File: src/sv/lppd_pkg.sv
`timescale 1ns / 1ps
// ----------------------------------------------------------------------------
// lppd_pkg: shared types and constants of the packet deframer
// Request codes and the request record passed from the front to the back.
// ----------------------------------------------------------------------------
package lppd_pkg;

    localparam logic [2:0]  HDR_TYPE_BYTES    = 3'd2;
    localparam logic [2:0]  HDR_LAST_IDX      = 3'd5;
    localparam logic [31:0] MAX_PAYLOAD_RESET = 32'd1048576;

    typedef enum logic [1:0] {
        OP_DATA,
        OP_DATA_LAST,
        OP_EMPTY,
        OP_OVERSIZE
    } lppd_op_t;

    typedef struct packed {
        lppd_op_t    op;
        logic [15:0] ptype;
        logic [7:0]  pbyte;
    } lppd_req_t;

endpackage

File: src/sv/lppd_front.sv
`timescale 1ns / 1ps
// ----------------------------------------------------------------------------
// lppd_front: header parser and byte classifier
// Takes one byte per cycle while the queue is not full, tracks header and
// payload phase, and issues a request for every byte that gives a result.
// ----------------------------------------------------------------------------
module lppd_front
    import lppd_pkg::*;
(
    input  logic        aclk,
    input  logic        aresetn,
    input  logic        cfg_wr_en,
    input  logic [31:0] cfg_wr_data,
    input  logic        s_valid,
    output logic        s_ready,
    input  logic [7:0]  s_data_byte,
    output logic        push_valid,
    output lppd_req_t   push_req,
    input  logic        q_full
);

    logic [2:0]  hdr_idx_reg, hdr_idx_next;
    logic        in_payload_reg, in_payload_next;
    logic [15:0] type_reg, type_next;
    logic [31:0] length_reg, length_next;
    logic [31:0] remain_reg, remain_next;
    logic [31:0] max_payload_reg;
    logic        accept;
    logic        has_result;
    lppd_op_t    op;
    logic [31:0] length_shifted;

    assign s_ready        = !q_full;
    assign accept         = s_valid && s_ready;
    assign length_shifted = {length_reg[23:0], s_data_byte};

    always_comb begin
        hdr_idx_next    = hdr_idx_reg;
        in_payload_next = in_payload_reg;
        type_next       = type_reg;
        length_next     = length_reg;
        remain_next     = remain_reg;
        has_result      = 1'b0;
        op              = OP_DATA;
        if (in_payload_reg) begin
            remain_next = remain_reg - 32'd1;
            has_result  = 1'b1;
            if (remain_reg == 32'd1) begin
                op              = OP_DATA_LAST;
                in_payload_next = 1'b0;
            end
        end else if (hdr_idx_reg < HDR_TYPE_BYTES) begin
            type_next    = {type_reg[7:0], s_data_byte};
            hdr_idx_next = hdr_idx_reg + 3'd1;
        end else begin
            length_next = length_shifted;
            if (hdr_idx_reg < HDR_LAST_IDX) begin
                hdr_idx_next = hdr_idx_reg + 3'd1;
            end else begin
                hdr_idx_next = 3'd0;
                if (length_shifted > max_payload_reg) begin
                    has_result = 1'b1;
                    op         = OP_OVERSIZE;
                end else if (length_shifted == 32'd0) begin
                    has_result = 1'b1;
                    op         = OP_EMPTY;
                end else begin
                    remain_next     = length_shifted;
                    in_payload_next = 1'b1;
                end
            end
        end
    end

    assign push_valid     = accept && has_result;
    assign push_req.op    = op;
    assign push_req.ptype = type_reg;
    // payload byte only travels with data requests
    assign push_req.pbyte = in_payload_reg ? s_data_byte : 8'd0;

    always_ff @(posedge aclk) begin
        if (!aresetn) begin
            hdr_idx_reg     <= 3'd0;
            in_payload_reg  <= 1'b0;
            type_reg        <= 16'd0;
            length_reg      <= 32'd0;
            remain_reg      <= 32'd0;
            max_payload_reg <= MAX_PAYLOAD_RESET;
        end else begin
            if (cfg_wr_en) begin
                max_payload_reg <= cfg_wr_data;
            end
            if (accept) begin
                hdr_idx_reg    <= hdr_idx_next;
                in_payload_reg <= in_payload_next;
                type_reg       <= type_next;
                length_reg     <= length_next;
                remain_reg     <= remain_next;
            end
        end
    end

endmodule

File: src/sv/lppd_queue.sv
`timescale 1ns / 1ps
// ----------------------------------------------------------------------------
// lppd_queue: short request queue between front and back
// Circular buffer with a fill count; push and pop may occur together.
// ----------------------------------------------------------------------------
module lppd_queue
    import lppd_pkg::*;
#(
    parameter int DEPTH = 4
)
(
    input  logic      aclk,
    input  logic      aresetn,
    input  logic      push_valid,
    input  lppd_req_t push_req,
    output logic      full,
    output logic      pop_valid,
    input  logic      pop_ready,
    output lppd_req_t pop_req
);

    localparam int AW = (DEPTH > 1) ? $clog2(DEPTH) : 1;
    localparam int CW = $clog2(DEPTH + 1);

    lppd_req_t       mem_reg [DEPTH];
    logic [AW-1:0]   wr_ptr_reg, rd_ptr_reg;
    logic [CW-1:0]   count_reg;
    logic            do_push, do_pop;

    assign full      = (count_reg == CW'(DEPTH));
    assign pop_valid = (count_reg != '0);
    assign pop_req   = mem_reg[rd_ptr_reg];
    assign do_push   = push_valid && !full;
    assign do_pop    = pop_valid && pop_ready;

    function automatic logic [AW-1:0] ptr_inc(input logic [AW-1:0] p);
        ptr_inc = (p == AW'(DEPTH - 1)) ? '0 : p + AW'(1);
    endfunction

    always_ff @(posedge aclk) begin
        if (do_push) begin
            mem_reg[wr_ptr_reg] <= push_req;
        end
    end

    always_ff @(posedge aclk) begin
        if (!aresetn) begin
            wr_ptr_reg <= '0;
            rd_ptr_reg <= '0;
            count_reg  <= '0;
        end else begin
            if (do_push) begin
                wr_ptr_reg <= ptr_inc(wr_ptr_reg);
            end
            if (do_pop) begin
                rd_ptr_reg <= ptr_inc(rd_ptr_reg);
            end
            if (do_push && !do_pop) begin
                count_reg <= count_reg + CW'(1);
            end else if (do_pop && !do_push) begin
                count_reg <= count_reg - CW'(1);
            end
        end
    end

endmodule

File: src/sv/lppd_back.sv
`timescale 1ns / 1ps
// ----------------------------------------------------------------------------
// lppd_back: result formatter with output register
// Decodes each queued request into result fields and holds them until taken.
// ----------------------------------------------------------------------------
module lppd_back
    import lppd_pkg::*;
(
    input  logic        aclk,
    input  logic        aresetn,
    input  logic        pop_valid,
    output logic        pop_ready,
    input  lppd_req_t   pop_req,
    output logic        m_valid,
    input  logic        m_ready,
    output logic [15:0] m_packet_type,
    output logic [7:0]  m_payload_byte,
    output logic        m_has_data,
    output logic        m_last_of_packet,
    output logic        m_oversize_error
);

    logic        valid_reg;
    logic [15:0] type_reg;
    logic [7:0]  byte_reg;
    logic        has_reg, last_reg, err_reg;
    logic        has_next, last_next, err_next;
    logic        load;

    // refill the output register when it is empty or being drained
    assign pop_ready = !valid_reg || m_ready;
    assign load      = pop_valid && pop_ready;

    always_comb begin
        has_next  = 1'b0;
        last_next = 1'b0;
        err_next  = 1'b0;
        case (pop_req.op)
            OP_DATA: begin
                has_next = 1'b1;
            end
            OP_DATA_LAST: begin
                has_next  = 1'b1;
                last_next = 1'b1;
            end
            OP_EMPTY: begin
                last_next = 1'b1;
            end
            OP_OVERSIZE: begin
                err_next = 1'b1;
            end
            default: begin
                has_next = 1'b0;
            end
        endcase
    end

    always_ff @(posedge aclk) begin
        if (!aresetn) begin
            valid_reg <= 1'b0;
        end else if (pop_ready) begin
            valid_reg <= pop_valid;
        end
    end

    always_ff @(posedge aclk) begin
        if (load) begin
            type_reg <= pop_req.ptype;
            byte_reg <= pop_req.pbyte;
            has_reg  <= has_next;
            last_reg <= last_next;
            err_reg  <= err_next;
        end
    end

    assign m_valid          = valid_reg;
    assign m_packet_type    = type_reg;
    assign m_payload_byte   = byte_reg;
    assign m_has_data       = has_reg;
    assign m_last_of_packet = last_reg;
    assign m_oversize_error = err_reg;

endmodule

File: src/sv/length_prefixed_packet_deframer_core.sv
`timescale 1ns / 1ps
// ----------------------------------------------------------------------------
// length_prefixed_packet_deframer_core: type-length-value byte deframer
// Splits a byte stream into packets with a 2-byte type and 4-byte length
// header, big-endian, and emits one result per payload byte.
// ----------------------------------------------------------------------------
// The block takes one byte per clock cycle while s_ready is high and gives
// at most one result per byte; each passes the queue and then the output
// register on its way to the m_ channel. The front parser writes each
// request into a queue of QUEUE_DEPTH entries, and s_ready falls only when
// that queue is full, so a stalled output holds QUEUE_DEPTH results plus one
// in the output register before input stops. Header bytes give no result
// except the sixth, which gives an error result when the length exceeds
// max_payload or a last-flagged empty result when the length is zero, and
// max_payload is sampled there, so an earlier write applies to that header.
module length_prefixed_packet_deframer_core
    import lppd_pkg::*;
#(
    parameter int QUEUE_DEPTH = 4
)
(
    input  logic        aclk,
    input  logic        aresetn,
    input  logic        cfg_wr_en,
    input  logic [31:0] cfg_wr_data,
    input  logic        s_valid,
    output logic        s_ready,
    input  logic [7:0]  s_data_byte,
    output logic        m_valid,
    input  logic        m_ready,
    output logic [15:0] m_packet_type,
    output logic [7:0]  m_payload_byte,
    output logic        m_has_data,
    output logic        m_last_of_packet,
    output logic        m_oversize_error
);

    logic      push_valid;
    lppd_req_t push_req;
    logic      q_full;
    logic      pop_valid;
    logic      pop_ready;
    lppd_req_t pop_req;

    lppd_front u_front (
        .aclk        (aclk),
        .aresetn     (aresetn),
        .cfg_wr_en   (cfg_wr_en),
        .cfg_wr_data (cfg_wr_data),
        .s_valid     (s_valid),
        .s_ready     (s_ready),
        .s_data_byte (s_data_byte),
        .push_valid  (push_valid),
        .push_req    (push_req),
        .q_full      (q_full)
    );

    lppd_queue #(
        .DEPTH (QUEUE_DEPTH)
    ) u_queue (
        .aclk       (aclk),
        .aresetn    (aresetn),
        .push_valid (push_valid),
        .push_req   (push_req),
        .full       (q_full),
        .pop_valid  (pop_valid),
        .pop_ready  (pop_ready),
        .pop_req    (pop_req)
    );

    lppd_back u_back (
        .aclk             (aclk),
        .aresetn          (aresetn),
        .pop_valid        (pop_valid),
        .pop_ready        (pop_ready),
        .pop_req          (pop_req),
        .m_valid          (m_valid),
        .m_ready          (m_ready),
        .m_packet_type    (m_packet_type),
        .m_payload_byte   (m_payload_byte),
        .m_has_data       (m_has_data),
        .m_last_of_packet (m_last_of_packet),
        .m_oversize_error (m_oversize_error)
    );

endmodule

File: config.mk
export PLATFORM = sky130hd
export DESIGN_NAME = length_prefixed_packet_deframer_core
export DESIGN_NICKNAME = d
export VERILOG_FILES = /design/src/sv/lppd_pkg.sv /design/src/sv/lppd_front.sv /design/src/sv/lppd_queue.sv /design/src/sv/lppd_back.sv /design/src/sv/length_prefixed_packet_deframer_core.sv
export SDC_FILE = /design/constraint.sdc
export NUM_CORES = 1
export LEC_CHECK = 0
export ABC_CLOCK_PERIOD_IN_PS = 3500
export BUFFER_PORTS_ARGS = -buffer_cell sky130_fd_sc_hd__buf_2
export CAP_MARGIN = 25
export CORE_MARGIN = 2
export CORE_UTILIZATION = 60
export CTS_BUF_LIST = sky130_fd_sc_hd__clkbuf_8 sky130_fd_sc_hd__clkbuf_16
export CTS_CLUSTER_SIZE = 14
export DETAILED_ROUTE_END_ITERATION = 8
export GPL_TIMING_DRIVEN = 1
export PLACE_DENSITY_LB_ADDON = 0.1
export REMOVE_ABC_BUFFERS = 1
export SLEW_MARGIN = 20
export SYNTH_ARGS = -nofsm -noshare
export SYNTH_HDL_FRONTEND = slang
export SYNTH_SLANG_ARGS = --single-unit
File: constraint.sdc
create_clock -name aclk -period 3.5 [get_ports aclk]
set_input_delay 0 -clock aclk [delete_from_list [all_inputs] [get_ports aclk]]
set_output_delay 0 -clock aclk [all_outputs]
set_load 0.02 [all_outputs]
==> impl_metrics.prom <==
# TYPE chip_impl_metric gauge
chip_impl_info{name="grt_setup_unrepaired",value="no"} 1
chip_impl_metric{name="comb_power_share",unit=""} 0.197
chip_impl_metric{name="synth-compound-area-share",unit=""} 0.1049
chip_impl_metric{name="syn-cell-area",unit="sq mm"} 0.01089
chip_impl_metric{name="die-width",unit="um"} 138.7
chip_impl_metric{name="p_sw_frac",unit=""} 0.2746
chip_impl_info{name="timing.critical_path.cells",value="inv_1, ha_1, nand4_1, nor3_1, a2111oi_0, nand2_1, o211ai_1, a21oi_2, ha_1, inv_1, fa_1, xor2_1, or3_1, a21oi_1"} 1
chip_impl_metric{name="die-height",unit="um"} 138.7
chip_impl_metric{name="timing.final.setup_violations",unit=""} 0
chip_impl_metric{name="syn_inst",unit=""} 953
chip_impl_metric{name="grt_start_max_net_pins",unit=""} 59
chip_impl_info{name="layout.cells.most_common_list",value="sky130_fd_sc_hd__edfxtp_1 (131), sky130_fd_sc_hd__nand2_1 (129), sky130_fd_sc_hd__dfxtp_1 (116), sky130_fd_sc_hd__a21oi_1 (74), sky130_fd_sc_hd__buf_2 (73)"} 1
chip_impl_info{name="ys.flop_type",value="sky130_fd_sc_hd__edfxtp_1"} 1
chip_impl_metric{name="first_global_vias",unit=""} 7693
chip_impl_metric{name="worst-path-max-fanout",unit=""} 3
chip_impl_metric{name="synth_enable_flop_cells",unit=""} 131
chip_impl_metric{name="synth-adder-area-share",unit=""} 0.05241
chip_impl_metric{name="core",unit="sq mm"} 0.01790
chip_impl_metric{name="synth_simple_gate_area_share",unit=""} 0.1390
chip_impl_info{name="slowest_stage",value="sky130_fd_sc_hd__fa_1"} 1
chip_impl_info{name="worstSetupEndpointType",value="flip-flop"} 1
chip_impl_metric{name="synth-async-reset-ratio",unit=""} 0
chip_impl_metric{name="fin_tns_setup",unit="ns"} 0
chip_impl_metric{name="port-buffer-count",unit=""} 73
chip_impl_metric{name="synthXorXnorAreaFrac",unit=""} 0.001609
chip_impl_metric{name="maxClockFrequency",unit="MHz"} 307.5
chip_impl_metric{name="flip_flop_count_of_the_largest_register_after_layout",unit=""} 104
chip_impl_info{name="cts_tree",value="built"} 1
chip_impl_metric{name="gp_congestion",unit=""} 0.9241
chip_impl_metric{name="power_per_cell_area",unit="mW/mm^2"} 599.8
chip_impl_metric{name="numPlacedInstances",unit=""} 1234
chip_impl_info{name="final_common_cell",value="sky130_fd_sc_hd__edfxtp_1"} 1
chip_impl_metric{name="final_hold_viol_count",unit=""} 0
chip_impl_metric{name="num_antenna_cells",unit=""} 0
chip_impl_metric{name="final.min_clock_period",unit="ns"} 3.253
chip_impl_metric{name="static-leakage-power",unit="nW"} 4.940
chip_impl_metric{name="synth_warnings",unit=""} 0
chip_impl_metric{name="timing.max_slew.rel_slack",unit=""} 0.3299
chip_impl_info{name="cts-root-buf",value="sky130_fd_sc_hd__clkbuf_16"} 1
chip_impl_metric{name="final_net_count",unit=""} 1165
chip_impl_info{name="min-delay-start",value="s_valid"} 1
chip_impl_info{name="status",value="complete, no violations"} 1
chip_impl_metric{name="routed-via-count",unit=""} 7698
chip_impl_metric{name="route.detailed.drc",unit=""} 0
chip_impl_metric{name="ff_latch_area",unit="sq mm"} 0.006299
chip_impl_metric{name="route.detailed.vias_per_inst",unit=""} 5.823
chip_impl_info{name="combinational_family_with_the_most_area_after_synthesis",value="simple AND/OR/NAND/NOR gates"} 1
chip_impl_metric{name="clock_latency",unit="ns"} 0.51
chip_impl_info{name="crit_path_start",value="u_front.max_payload_reg[27]"} 1
chip_impl_metric{name="slowest_delay",unit="ns"} 0.38
chip_impl_metric{name="multi_input_gate_area_in_the_final_layout",unit="sq mm"} 0.004227
chip_impl_metric{name="timing.critical_path.required",unit="ns"} 3.94
chip_impl_metric{name="tritoncts.num_buffers",unit=""} 25
chip_impl_metric{name="clock-skew-final",unit="ns"} 0.009640
chip_impl_metric{name="synth-seq-cells",unit=""} 249
chip_impl_metric{name="stdcell_count",unit=""} 1322
chip_impl_metric{name="start_util",unit=""} 0.6081
chip_impl_metric{name="finalCritPeriodShare",unit=""} 0.9293
chip_impl_metric{name="area_growth",unit="%"} 17.63
chip_impl_metric{name="clock_path_buffers",unit=""} 3
chip_impl_metric{name="synth.avg_cell_area",unit="sq um"} 11.42
chip_impl_metric{name="cts-htree-levels",unit=""} 1
chip_impl_metric{name="worstMarginPinSlew",unit="ns"} 1.005
chip_impl_metric{name="power.share.clock",unit=""} 0.337
chip_impl_metric{name="power.ir.vdd_worst",unit="mV"} 0.6720
chip_impl_metric{name="wl_per_cell",unit="um"} 18.42
chip_impl_metric{name="number_of_drc_violations_after_detailed_routing_iteration_0",unit=""} 400
chip_impl_metric{name="max-cap-violations",unit=""} 0
chip_impl_metric{name="ioPinCount",unit=""} 74
chip_impl_info{name="rr_startpoint",value="u_front.max_payload_reg[27]"} 1
chip_impl_metric{name="post_cts_buffers",unit=""} 0
chip_impl_metric{name="nFillCells",unit=""} 1289
chip_impl_metric{name="crit_arrival",unit="ns"} 3.69
chip_impl_metric{name="ys_types",unit=""} 65
chip_impl_info{name="timing.hold.worst.class",value="input pin to flip-flop"} 1
chip_impl_metric{name="detailed_place_hpwl",unit="um"} 15470
chip_impl_metric{name="grt_overall_usage",unit=""} 0.2522
chip_impl_info{name="worstSetupStartpointType",value="flip-flop"} 1
chip_impl_metric{name="cell_internal_pwr",unit="W"} 0.005571
chip_impl_metric{name="routed_wirelength",unit="um"} 24350
chip_impl_metric{name="die-area",unit="sq mm"} 0.01924
chip_impl_metric{name="globalRoute.totalOverflow",unit=""} 0
chip_impl_metric{name="cts_sinks",unit=""} 249
chip_impl_info{name="timing.setup.critical_path_class",value="flip-flop to flip-flop"} 1
chip_impl_metric{name="seq_power_share",unit=""} 0.466
chip_impl_metric{name="ant_nets",unit=""} 0
chip_impl_metric{name="ys_seq_area_frac",unit=""} 0.5784
chip_impl_metric{name="detail_route.first_pass.iterations",unit=""} 5
chip_impl_metric{name="final-max-slew-violation-count",unit=""} 0
chip_impl_metric{name="cts.reportedPaths.clkPinSlew",unit="ns"} 0.06
chip_impl_metric{name="p_switching",unit="W"} 0.002109
chip_impl_metric{name="synthMuxAreaShare",unit=""} 0.08874
chip_impl_metric{name="grt_first_pass_wirelength",unit="um"} 39300
chip_impl_metric{name="rows",unit=""} 49
chip_impl_metric{name="post_route_cells_drive_above_1_share",unit=""} 0.1793
chip_impl_metric{name="grt_antenna_before_repair",unit=""} 0
-- worst max-delay path: cells and delay by family, from the launching register on --
family                   cells  cell delay (ns)
AO/OA/AOI/OAI                4             0.66
XOR/XNOR                     1             0.18
adder cells (fa/ha/maj)      3             0.89
buffers and inverters        2             0.11
flip-flops                   1             0.33
AND/OR/NAND/NOR              4             1.03
-- cell usage after synthesis, drive strengths merged, types with 24 or more instances --
| library cell | count | share of area |
|---|---|---|
| edfxtp | 131 | 0.36 |
| nand2 | 130 | 0.045 |
| dfxtp | 118 | 0.22 |
| a21oi | 76 | 0.035 |
| nor2 | 72 | 0.025 |
| inv | 45 | 0.016 |
| ha | 44 | 0.051 |
| mux2i | 38 | 0.035 |
| clkbuf | 37 | 0.013 |
| nand3 | 27 | 0.013 |
| mux4 | 26 | 0.054 |
| o21ai | 24 | 0.011 |
-- repair_timing --
action / CTS / global route
hold buffers: 43 / 0
gates resized for setup: 0 / 1
hold endpoints to repair: 68 / 0
setup endpoints to repair: 0 / 1
-- cells by family (layout without fill, tap and decap cells) --
group,Yosys count,after routing
mux,64,64
flops,249,249
buf+inv,94,234
fa+ha+maj,45,45
simple gates,323,323
xor+xnor,2,2
compound gates,176,176
-- per-layer routing --
layer	part of all wire	GRT usage	vias up
met5	0	0	-
met4	0.036	0.09569	0
met3	0.046	0.03764	48
met2	0.50	0.4396	205
met1	0.42	0.3215	3707
li1	-	-	3738
-- final cells by class --
| type | count | area share |
|---|---|---|
| flip-flops and latches | 249 | 0.4919 |
| multi-input cells | 610 | 0.3301 |
| repair buffers | 144 | 0.07954 |
| clock buffers | 29 | 0.05316 |
| well taps | 229 | 0.02238 |
| inverters | 45 | 0.01319 |
| clock inverters | 16 | 0.009771 |
-- worst paths after layout --
| kind | endpoint | slack, ns | depth (start not counted) |
|---|---|---|---|
| setup / recovery | u_queue.count_reg[2] | 0.25 | 14 |
| setup reg to reg | u_queue.count_reg[2] | 0.25 | 14 |
| hold / removal | u_front.in_payload_reg | 0.09 | 4 |
| hold reg to reg | u_front.remain_reg[30] | 0.48 | 2 |
-- power groups by stage --
stage | registers (W) | clock network [W] | logic [W]
final | 0.00358 | 0.00259 | 0.00151
after global routing | 0.00361 | 0.00276 | 0.00164
after CTS | 0.00358 | 0.00265 | 0.00153
after detailed placement | 0.00364 | 0 | 0.00148
after global placement | 0.00363 | 0 | 0.00145
after floorplan | 0.00393 | 0 | 0.000682
-- metrics by stage --
stage	util	setup WS [ns]	total power (W)	hold slack, ns	area, sq um
2_1_floorplan	-	0.2397	0.004611	0.09864	10670
3_3_place_gp	0.6459	0.3540	0.005081	0.2250	11560
3_5_place_dp	0.6459	0.1921	0.005126	0.2247	11560
4_1_cts	0.7149	0.1575	0.007759	0.05904	12800
5_1_grt	0.7153	0.05781	0.008012	0.1072	12800
6_report	0.7153	0.2475	0.007680	0.09106	12800
Power figures use the tool's default switching activity.
